$ cat src/pwm_duty_meter_iir_assert.svh
// ----------------------------------------------------------------------------
// PWM duty meter assertion macros
// Shorthand for clocked checks with reset gating on clk / rst_n.
// ----------------------------------------------------------------------------
`ifndef PWM_DUTY_METER_IIR_ASSERT_SVH
`define PWM_DUTY_METER_IIR_ASSERT_SVH

// same-cycle implication
`define PDMI_ASSERT_NOW(label, ante, cons, msg) \
    label: assert property (@(posedge clk) disable iff (!rst_n) (ante) |-> (cons)) \
        else $error(msg);

// next-cycle implication
`define PDMI_ASSERT_NEXT(label, ante, cons, msg) \
    label: assert property (@(posedge clk) disable iff (!rst_n) (ante) |=> (cons)) \
        else $error(msg);

`endif

$ cat src/pdmi_pkg.sv
// ----------------------------------------------------------------------------
// pdmi_pkg
// Widths, constants and shared types of the PWM duty meter.
// ----------------------------------------------------------------------------
package pdmi_pkg;

    localparam int TIME_W    = 32;              // edge timestamp width
    localparam int DUTY_W    = 16;              // Q15 duty, 0..32768
    localparam int QUO_BITS  = 16;              // quotient bits per divide
    localparam int CNT_W     = $clog2(QUO_BITS + 1);
    localparam int PCT_W     = 7;
    localparam int IIR_SHIFT = 3;               // filter gain 1/8
    localparam int PROD_W    = 22;              // 15-bit duty times 100 plus half

    localparam logic [14:0]       PCT_CLAMP = 15'h7FFF;
    localparam logic [6:0]        PCT_SCALE = 7'd100;
    localparam logic [PROD_W-1:0] PCT_HALF  = 22'd16384;

    // divider handshake, sequencer to divider
    typedef struct packed {
        logic start;
    } div_ctrl_t;

    // divider status, divider to sequencer
    typedef struct packed {
        logic busy;
        logic done;
    } div_stat_t;

endpackage

$ cat src/pdmi_div.sv
// ----------------------------------------------------------------------------
// pdmi_div
// Restoring divider: (dividend << 15) / divisor, one quotient bit a cycle.
// ----------------------------------------------------------------------------
module pdmi_div
    import pdmi_pkg::*;
(
    input  logic              clk,
    input  logic              rst_n,
    input  div_ctrl_t         ctrl,
    input  logic [TIME_W-1:0] dividend,   // must not exceed divisor
    input  logic [TIME_W-1:0] divisor,
    output div_stat_t         stat,
    output logic [DUTY_W-1:0] quotient
);

    logic [TIME_W:0]     rem_reg, rem_next;
    logic [TIME_W-1:0]   den_reg;
    logic [DUTY_W-1:0]   quo_reg;
    logic [CNT_W-1:0]    cnt_reg, cnt_next;
    logic                busy_reg, busy_next;
    logic                done_reg, done_next;
    logic                q_bit;
    logic [TIME_W:0]     rem_sub;

    // shared compare / subtract unit
    assign q_bit   = (rem_reg >= {1'b0, den_reg});
    assign rem_sub = q_bit ? (rem_reg - {1'b0, den_reg}) : rem_reg;

    always_comb
    begin
        busy_next = busy_reg;
        cnt_next  = cnt_reg;
        done_next = 1'b0;
        rem_next  = rem_reg;
        if (ctrl.start)
        begin
            busy_next = 1'b1;
            cnt_next  = CNT_W'(QUO_BITS);
            rem_next  = {1'b0, dividend};
        end
        else if (busy_reg)
        begin
            // remainder stays below the divisor, so the shift fits
            rem_next = {rem_sub[TIME_W-1:0], 1'b0};
            cnt_next = cnt_reg - CNT_W'(1);
            if (cnt_reg == CNT_W'(1))
            begin
                busy_next = 1'b0;
                done_next = 1'b1;
            end
        end
    end

    always_ff @(posedge clk or negedge rst_n)
    begin
        if (!rst_n)
        begin
            busy_reg <= 1'b0;
            done_reg <= 1'b0;
            cnt_reg  <= '0;
        end
        else
        begin
            busy_reg <= busy_next;
            done_reg <= done_next;
            cnt_reg  <= cnt_next;
        end
    end

    always_ff @(posedge clk)
    begin
        rem_reg <= rem_next;
        if (ctrl.start)
        begin
            den_reg <= divisor;
        end
        if (busy_reg && !ctrl.start)
        begin
            quo_reg <= {quo_reg[DUTY_W-2:0], q_bit};
        end
    end

    assign stat.busy = busy_reg;
    assign stat.done = done_reg;
    assign quotient  = quo_reg;

endmodule

$ cat src/pwm_duty_meter_iir.sv
// ----------------------------------------------------------------------------
// pwm_duty_meter_iir
// PWM duty meter: edge timestamps in, IIR-smoothed Q15 duty and percent out.
// ----------------------------------------------------------------------------
//  channel   dir  sideband   payload
//  s_axis    in   tuser=mode tdata = edge_time, capture_overflow
//  m_axis    out  -          tdata = duty, valid, percent, sample, overflow
//
//  A falling edge goes from idle straight to emit; a rise that yields no sample
//  passes the check state first, and one that yields a sample runs check, divide,
//  filter and emit. The divide state produces one quotient bit per cycle until done.
//  s_tready is high only while the sequencer is idle; one edge in flight.
//  A stalled output holds its beat; the next edge is accepted meanwhile and
//  waits in the emit state until the held beat leaves.
//  rst_n clears control, edge and filter state asynchronously; no clearing pass is needed.
// ----------------------------------------------------------------------------
`include "pwm_duty_meter_iir_assert.svh"

module pwm_duty_meter_iir
    import pdmi_pkg::*;
(
    input  logic        clk,
    input  logic        rst_n,
    input  logic        s_tvalid,
    output logic        s_tready,
    input  logic [39:0] s_tdata,   // [31:0] edge_time, [32] capture_overflow, rest zero
    input  logic        s_tuser,   // [0] mode: 0 rise, 1 fall
    output logic        m_tvalid,
    input  logic        m_tready,
    output logic [31:0] m_tdata    // [15:0] filtered_duty, [16] duty_valid,
                                   // [23:17] percent, [24] sample_taken,
                                   // [25] overflow_seen, rest zero
);

    typedef enum logic [4:0] {
        ST_IDLE  = 5'b00001,
        ST_CHECK = 5'b00010,
        ST_DIV   = 5'b00100,
        ST_FILT  = 5'b01000,
        ST_EMIT  = 5'b10000
    } state_t;

    state_t              state_reg, state_next;
    logic [TIME_W-1:0]   latest_rise_reg;
    logic [TIME_W-1:0]   latest_fall_reg;
    logic                fall_pending_reg;
    logic                pend_snap_reg;
    logic [TIME_W-1:0]   period_reg;
    logic [TIME_W-1:0]   high_reg;
    logic [DUTY_W-1:0]   duty_filter_reg, duty_filter_next;
    logic                valid_flag_reg;
    logic                overflow_reg;
    logic                taken_reg;
    logic                out_valid_reg;
    logic [31:0]         out_data_reg;

    logic                accept;
    logic                edge_fall;
    logic [TIME_W-1:0]   edge_time;
    logic                sample_ok;
    logic                out_free;
    div_ctrl_t           div_ctrl;
    div_stat_t           div_stat;
    logic [DUTY_W-1:0]   div_quo;
    logic [DUTY_W:0]     diff;
    logic [DUTY_W:0]     diff_mag;
    logic [DUTY_W-1:0]   step_mag;
    logic [14:0]         duty_clamped;
    logic [PROD_W-1:0]   pct_prod;
    logic [PCT_W-1:0]    pct_round;

    assign edge_fall = s_tuser;
    assign edge_time = s_tdata[TIME_W-1:0];
    assign s_tready  = (state_reg == ST_IDLE);
    assign accept    = s_tvalid && s_tready;
    assign out_free  = !out_valid_reg || m_tready;

    assign sample_ok = (period_reg != '0) && pend_snap_reg && (high_reg <= period_reg);
    assign div_ctrl.start = (state_reg == ST_CHECK) && sample_ok;

    pdmi_div u_div (
        .clk      (clk),
        .rst_n    (rst_n),
        .ctrl     (div_ctrl),
        .dividend (high_reg),
        .divisor  (period_reg),
        .stat     (div_stat),
        .quotient (div_quo)
    );

    // y += (x - y) / 8, quotient truncated toward zero
    always_comb
    begin
        diff     = {1'b0, div_quo} - {1'b0, duty_filter_reg};
        diff_mag = diff[DUTY_W] ? (~diff + (DUTY_W+1)'(1)) : diff;
        step_mag = DUTY_W'(diff_mag >> IIR_SHIFT);
        duty_filter_next = diff[DUTY_W] ? (duty_filter_reg - step_mag)
                                        : (duty_filter_reg + step_mag);
    end

    always_comb
    begin
        duty_clamped = duty_filter_reg[15] ? PCT_CLAMP : duty_filter_reg[14:0];
        pct_prod     = PROD_W'(duty_clamped) * PROD_W'(PCT_SCALE) + PCT_HALF;
        pct_round    = pct_prod[PROD_W-1:15];
    end

    always_comb
    begin
        state_next = state_reg;
        unique case (state_reg)
            ST_IDLE:
            begin
                if (accept)
                begin
                    state_next = edge_fall ? ST_EMIT : ST_CHECK;
                end
            end
            ST_CHECK:
            begin
                state_next = sample_ok ? ST_DIV : ST_EMIT;
            end
            ST_DIV:
            begin
                if (div_stat.done)
                begin
                    state_next = ST_FILT;
                end
            end
            ST_FILT:
            begin
                state_next = ST_EMIT;
            end
            ST_EMIT:
            begin
                if (out_free)
                begin
                    state_next = ST_IDLE;
                end
            end
            default:
            begin
                state_next = ST_IDLE;
            end
        endcase
    end

    always_ff @(posedge clk or negedge rst_n)
    begin
        if (!rst_n)
        begin
            state_reg        <= ST_IDLE;
            latest_rise_reg  <= '0;
            latest_fall_reg  <= '0;
            fall_pending_reg <= 1'b0;
            duty_filter_reg  <= '0;
            valid_flag_reg   <= 1'b0;
            overflow_reg     <= 1'b0;
            taken_reg        <= 1'b0;
            out_valid_reg    <= 1'b0;
        end
        else
        begin
            state_reg <= state_next;
            if (accept)
            begin
                taken_reg <= 1'b0;
                if (s_tdata[TIME_W])
                begin
                    overflow_reg <= 1'b1;
                end
                if (edge_fall)
                begin
                    latest_fall_reg  <= edge_time;
                    fall_pending_reg <= 1'b1;
                end
                else
                begin
                    latest_rise_reg  <= edge_time;
                    fall_pending_reg <= 1'b0;
                end
            end
            if (state_reg == ST_FILT)
            begin
                duty_filter_reg <= duty_filter_next;
                valid_flag_reg  <= 1'b1;
                taken_reg       <= 1'b1;
            end
            if (state_reg == ST_EMIT && out_free)
            begin
                out_valid_reg <= 1'b1;
            end
            else if (m_tready)
            begin
                out_valid_reg <= 1'b0;
            end
        end
    end

    // measurement operands and output beat
    always_ff @(posedge clk)
    begin
        if (accept && !edge_fall)
        begin
            period_reg    <= edge_time - latest_rise_reg;
            high_reg      <= latest_fall_reg - latest_rise_reg;
            pend_snap_reg <= fall_pending_reg;
        end
        if (state_reg == ST_EMIT && out_free)
        begin
            out_data_reg <= {6'd0, overflow_reg, taken_reg, pct_round,
                             valid_flag_reg, duty_filter_reg};
        end
    end

    assign m_tvalid = out_valid_reg;
    assign m_tdata  = out_data_reg;

    `PDMI_ASSERT_NOW(a_done_in_div, div_stat.done, state_reg == ST_DIV,
        "divider finished outside the divide state")
    `PDMI_ASSERT_NOW(a_busy_in_div, div_stat.busy, state_reg == ST_DIV,
        "divider busy outside the divide state")
    `PDMI_ASSERT_NOW(a_filter_range, 1'b1, duty_filter_reg <= 16'd32768,
        "filtered duty above full scale")
    `PDMI_ASSERT_NOW(a_sample_valid, m_tvalid && m_tdata[24], m_tdata[16],
        "sample reported without duty valid")
    `PDMI_ASSERT_NEXT(a_fall_short, accept && edge_fall, state_reg == ST_EMIT,
        "falling edge did not go straight to output")

endmodule

$ cat config.mk
export PLATFORM = sky130hd
export DESIGN_NAME = pwm_duty_meter_iir
export DESIGN_NICKNAME = d
export VERILOG_FILES = /design/src/pdmi_pkg.sv /design/src/pdmi_div.sv /design/src/pwm_duty_meter_iir.sv
export VERILOG_INCLUDE_DIRS = /design/src /design/src/src
export SDC_FILE = /design/constraint.sdc
export NUM_CORES = 1
export LEC_CHECK = 0
export ABC_AREA = 1
export BUFFER_PORTS_ARGS = -buffer_cell sky130_fd_sc_hd__buf_2
export CORE_MARGIN = 4
export CORE_UTILIZATION = 65
export CTS_BUF_LIST = sky130_fd_sc_hd__clkbuf_8
export CTS_CLUSTER_SIZE = 28
export DETAILED_ROUTE_END_ITERATION = 8
export HOLD_SLACK_MARGIN = 0.03
export PLACE_DENSITY_LB_ADDON = 0.3
export SLEW_MARGIN = 30
export SYNTH_ARGS = -nofsm -noshare
export SYNTH_HDL_FRONTEND = slang
export SYNTH_SLANG_ARGS = --single-unit
$ cat constraint.sdc
create_clock -name clk -period 7.3 [get_ports clk]
set_input_delay 2.19 -clock clk [delete_from_list [all_inputs] [get_ports clk]]
set_output_delay 2.19 -clock clk [all_outputs]
set_load 0.02 [all_outputs]
==> insert_results.sql <==
INSERT INTO impl_metrics (metric_group, metric, value, unit) VALUES
('run_status', 'status', 'finished clean', ''),
('yosys', 'synthesis.area', '19200', 'µm²'),
('yosys', 'async_flop_share', '36.1', '%'),
('die', 'floorplan.rows', '62', ''),
('flow_run', 'timing.max_cap.violations', '0', ''),
('critical_path', 'critPathArrivalTime', '5.82', 'ns'),
('timing', 'finalSetupViolCount', '0', ''),
('timing', 'period_share', '74.1', '%'),
('detailed_routing', 'drt_pass1_iterations', '5', ''),
('power', 'vdd.ir_drop.worst', '0.255', 'mV'),
('yosys', 'yosys_cell_types', '60', ''),
('critical_path', 'critical_path_buf_inv_count', '4', ''),
('yosys', 'dominant_synthesized_flop_cell', 'sky130_fd_sc_hd__edfxtp_1', ''),
('grt', 'grt_antenna_before_repair', '1', ''),
('timing', 'holdWs', '0.454', 'ns'),
('worst_hold_path', 'holdCritPathClass', 'register to register', ''),
('yosys', 'seq_area_frac_synth', '39.5', '%'),
('placed_design', 'port-buffer-count', '65', ''),
('timing', 'unrepaired_setup_endpoints_after_global_routing', 'no', ''),
('timing', 'fin_skew', '0.0272', 'ns'),
('critical_path', 'critical_path_start_type', 'register', ''),
('yosys', 'synth.yosys.warnings', '0', ''),
('timing', 'count_of_pins_over_their_slew_limit', '0', ''),
('cells_and_area', 'area_delta_synth_final', '8.36', '%'),
('critical_path', 'max_stage_delay', '0.64', 'ns'),
('timing', 'max_freq', '185', 'MHz'),
('yosys', 'synthDominantAreaCellType', 'sky130_fd_sc_hd__edfxtp_1', ''),
('grt', 'grt.met2_usage', '43.3', '%'),
('critical_path', 'critical-path-slowest-cell', 'sky130_fd_sc_hd__dfrtp_1', ''),
('detailed_routing', 'detail_route.vias_per_cell', '5.75', ''),
('grt', 'layer_with_the_highest_usage', 'met2', ''),
('detailed_routing', 'route.vias.total', '16000', ''),
('clocking', 'postCtsResizedCells', '0', ''),
('yosys', 'netlist_top_cells_area', 'sky130_fd_sc_hd__edfxtp_1 27%, sky130_fd_sc_hd__ha_1 14%, sky130_fd_sc_hd__dfrtp_1 13%', ''),
('die', 'die_x', '180', 'µm'),
('critical_path', 'timing.critical_path.max_delay_family', 'simple AND/OR/NAND/NOR gates', ''),
('critical_path', 'criticalPathCategory', 'register to register', ''),
('grt', 'grt.overflow.total', '0', ''),
('clocking', 'root_buffer', 'sky130_fd_sc_hd__clkbuf_8', ''),
('detailed_routing', 'postRouteAntennaNets', '0', ''),
('critical_path', 'cp_data_required_time', '7.71', 'ns'),
('timing', 'fin_crit', '5.41', 'ns'),
('die', 'design.die.area', '32300', 'µm²'),
('clocking', 'cts_post_setup_buffers_inserted', '0', ''),
('yosys', 'synth-edff-count', '171', ''),
('timing', 'fin_tns_setup', '0', 'ns'),
('power', 'power_leakage', '10.2', 'nW'),
('timing', 'max_slew_margin', '40.8', '%'),
('clocking', 'clock_path_buffers', '3', ''),
('placed_design', 'detailed_placer_s_ending_hpwl', '35.2', 'mm'),
('cells_and_area', 'final_core_util', '71.8', '%'),
('cells_and_area', 'finish.net_count', '2630', ''),
('clocking', 'clkLatencyLatePin', '0.56', 'ns'),
('clocking', 'clkTransAtPathRegs', '0.06', 'ns'),
('cells_and_area', 'number_of_flip_flops_in_the_largest_register', '33', ''),
('placed_design', 'post_place_setup_slack', '2.00', 'ns'),
('detailed_routing', 'avgRoutedWirePerCell', '16.2', 'µm'),
('clocking', 'htreeDepth', '2', ''),
('yosys', 'synthesis.area_per_instance', '8.45', 'µm²'),
('grt', 'met1_usage_grt', '41.3', '%'),
('yosys', 'postSynthRegisterBits', '269', ''),
('grt', 'first_global_vias', '15600', ''),
('grt', 'grt_max_degree', '67', ''),
('cells_and_area', 'fillCellCount', '2150', ''),
('grt', 'globalRouteTotalUtil', '27.6', '%'),
('critical_path', 'worst_path_max_fanout', '24', ''),
('die', 'die_y', '180', 'µm'),
('detailed_routing', 'drc', '0', ''),
('clocking', 'ctsHoldBuffers', '0', ''),
('grt', 'grt_use_met3', '3.38', '%'),
('cells_and_area', 'post_route_cells_drive_above_1_share', '8.21', '%');
-- cell usage after synthesis (all sizes together), types with 10 or more instances --
cell / n
nand2: 505
o21ai: 150
edfxtp: 171
xnor2: 43
nor2: 168
ha: 208
inv: 351
o21bai: 10
o211ai: 17
nor3: 18
o21a: 13
nand4: 25
nor4: 19
fa: 14
mux2: 29
a21o: 13
xor2: 79
a21oi: 151
nand3: 69
dfrtp: 96
buf: 18
a31oi: 30
clkbuf: 18
-- placed cells by master, fill, tap and decap left out, types with 8 or more instances in the layout --
cell                       instances
sky130_fd_sc_hd__o211ai_1         17
sky130_fd_sc_hd__a21oi_1         148
sky130_fd_sc_hd__nand3_1          66
sky130_fd_sc_hd__buf_4            11
sky130_fd_sc_hd__inv_1           370
sky130_fd_sc_hd__o21ai_1          15
sky130_fd_sc_hd__xor2_1           78
sky130_fd_sc_hd__a31oi_1          30
sky130_fd_sc_hd__o21bai_1          9
sky130_fd_sc_hd__nand2_1         498
sky130_fd_sc_hd__nor4_1           18
sky130_fd_sc_hd__edfxtp_1        171
sky130_fd_sc_hd__mux2_2           25
sky130_fd_sc_hd__ha_1            208
sky130_fd_sc_hd__nor2_1          162
sky130_fd_sc_hd__nor3_1           18
sky130_fd_sc_hd__xnor2_1          43
sky130_fd_sc_hd__fa_1             14
sky130_fd_sc_hd__o21a_1           13
sky130_fd_sc_hd__o22ai_1           8
sky130_fd_sc_hd__o21ai_0         135
sky130_fd_sc_hd__nand4_1          25
sky130_fd_sc_hd__a21o_1           13
sky130_fd_sc_hd__clkbuf_8         50
sky130_fd_sc_hd__dfrtp_1          96
sky130_fd_sc_hd__buf_2            64
-- metal layers --
metal	share of wire (%)	vias to the layer above	wire, µm
met1	46	7544	20900
met2	45	565	20100
met5	0	-	0
met3	7.0	84	3170
li1	-	7818	-
met4	2.2	0	999
-- kinds of logic after synthesis --
kind of cell,synth area share [%]
AO/OA/AOI/OAI,12.6
XOR/XNOR,5.61
adder cells (fa/ha/maj),15.0
buffers and inverters,7.83
flip-flops,39.5
multiplexers,1.70
other,0.0196
AND/OR/NAND/NOR,17.7
-- power by group --
group	total [mW]	leakage, nW	switching, mW	internal [mW]
sequential	2.76	2.79	0.328	2.44
clock	1.22	0.504	0.595	0.628
combinational	6.38	6.86	4.06	2.31
total	10.4	10.2	4.99	5.37
-- layout make-up --
type	count	area [µm²]	share of cell area (%)
Antenna cell	1	2.50	0.0120
Clock buffer	50	688	3.31
Clock inverter	34	141	0.680
Inverter	352	1320	6.36
Multi-Input combinational cell	1619	10100	48.8
Sequential cell	269	7580	36.5
Tap cell	384	480	2.31
Timing Repair Buffer	76	430	2.07
-- worst paths after layout --
kind	from	endpoint	slack (ns)	cells after the start
setup / recovery	duty_filter_reg[15]$_DFFE_PN0P_	duty_filter_reg[13]$_DFFE_PN0P_	1.89	26
hold / removal	valid_flag_reg$_DFFE_PN0P_	m_tdata[16]$_DFFE_PP_	0.45	0
setup reg to reg	duty_filter_reg[15]$_DFFE_PN0P_	duty_filter_reg[13]$_DFFE_PN0P_	1.89	26
hold reg to reg	valid_flag_reg$_DFFE_PN0P_	m_tdata[16]$_DFFE_PP_	0.45	0
max in group asynchronous	rst_n	duty_filter_reg[7]$_DFFE_PN0P_	4.51	2
min in group asynchronous	rst_n	latest_rise_reg[10]$_DFFE_PN0P_	1.56	1
-- metrics by stage --
| step | area, µm² | power (mW) | instances |
|---|---|---|---|
| global placement | 19900 | 8.71 | 2699 |
| floorplan | 19200 | 7.46 | 2276 |
| global route | 20800 | 11.3 | 2785 |
| CTS | 20800 | 10.2 | 2783 |
| finish | 20800 | 10.4 | 2785 |
| detailed placement | 19900 | 8.98 | 2699 |
Note: power is estimated with default switching activity, not from simulation.
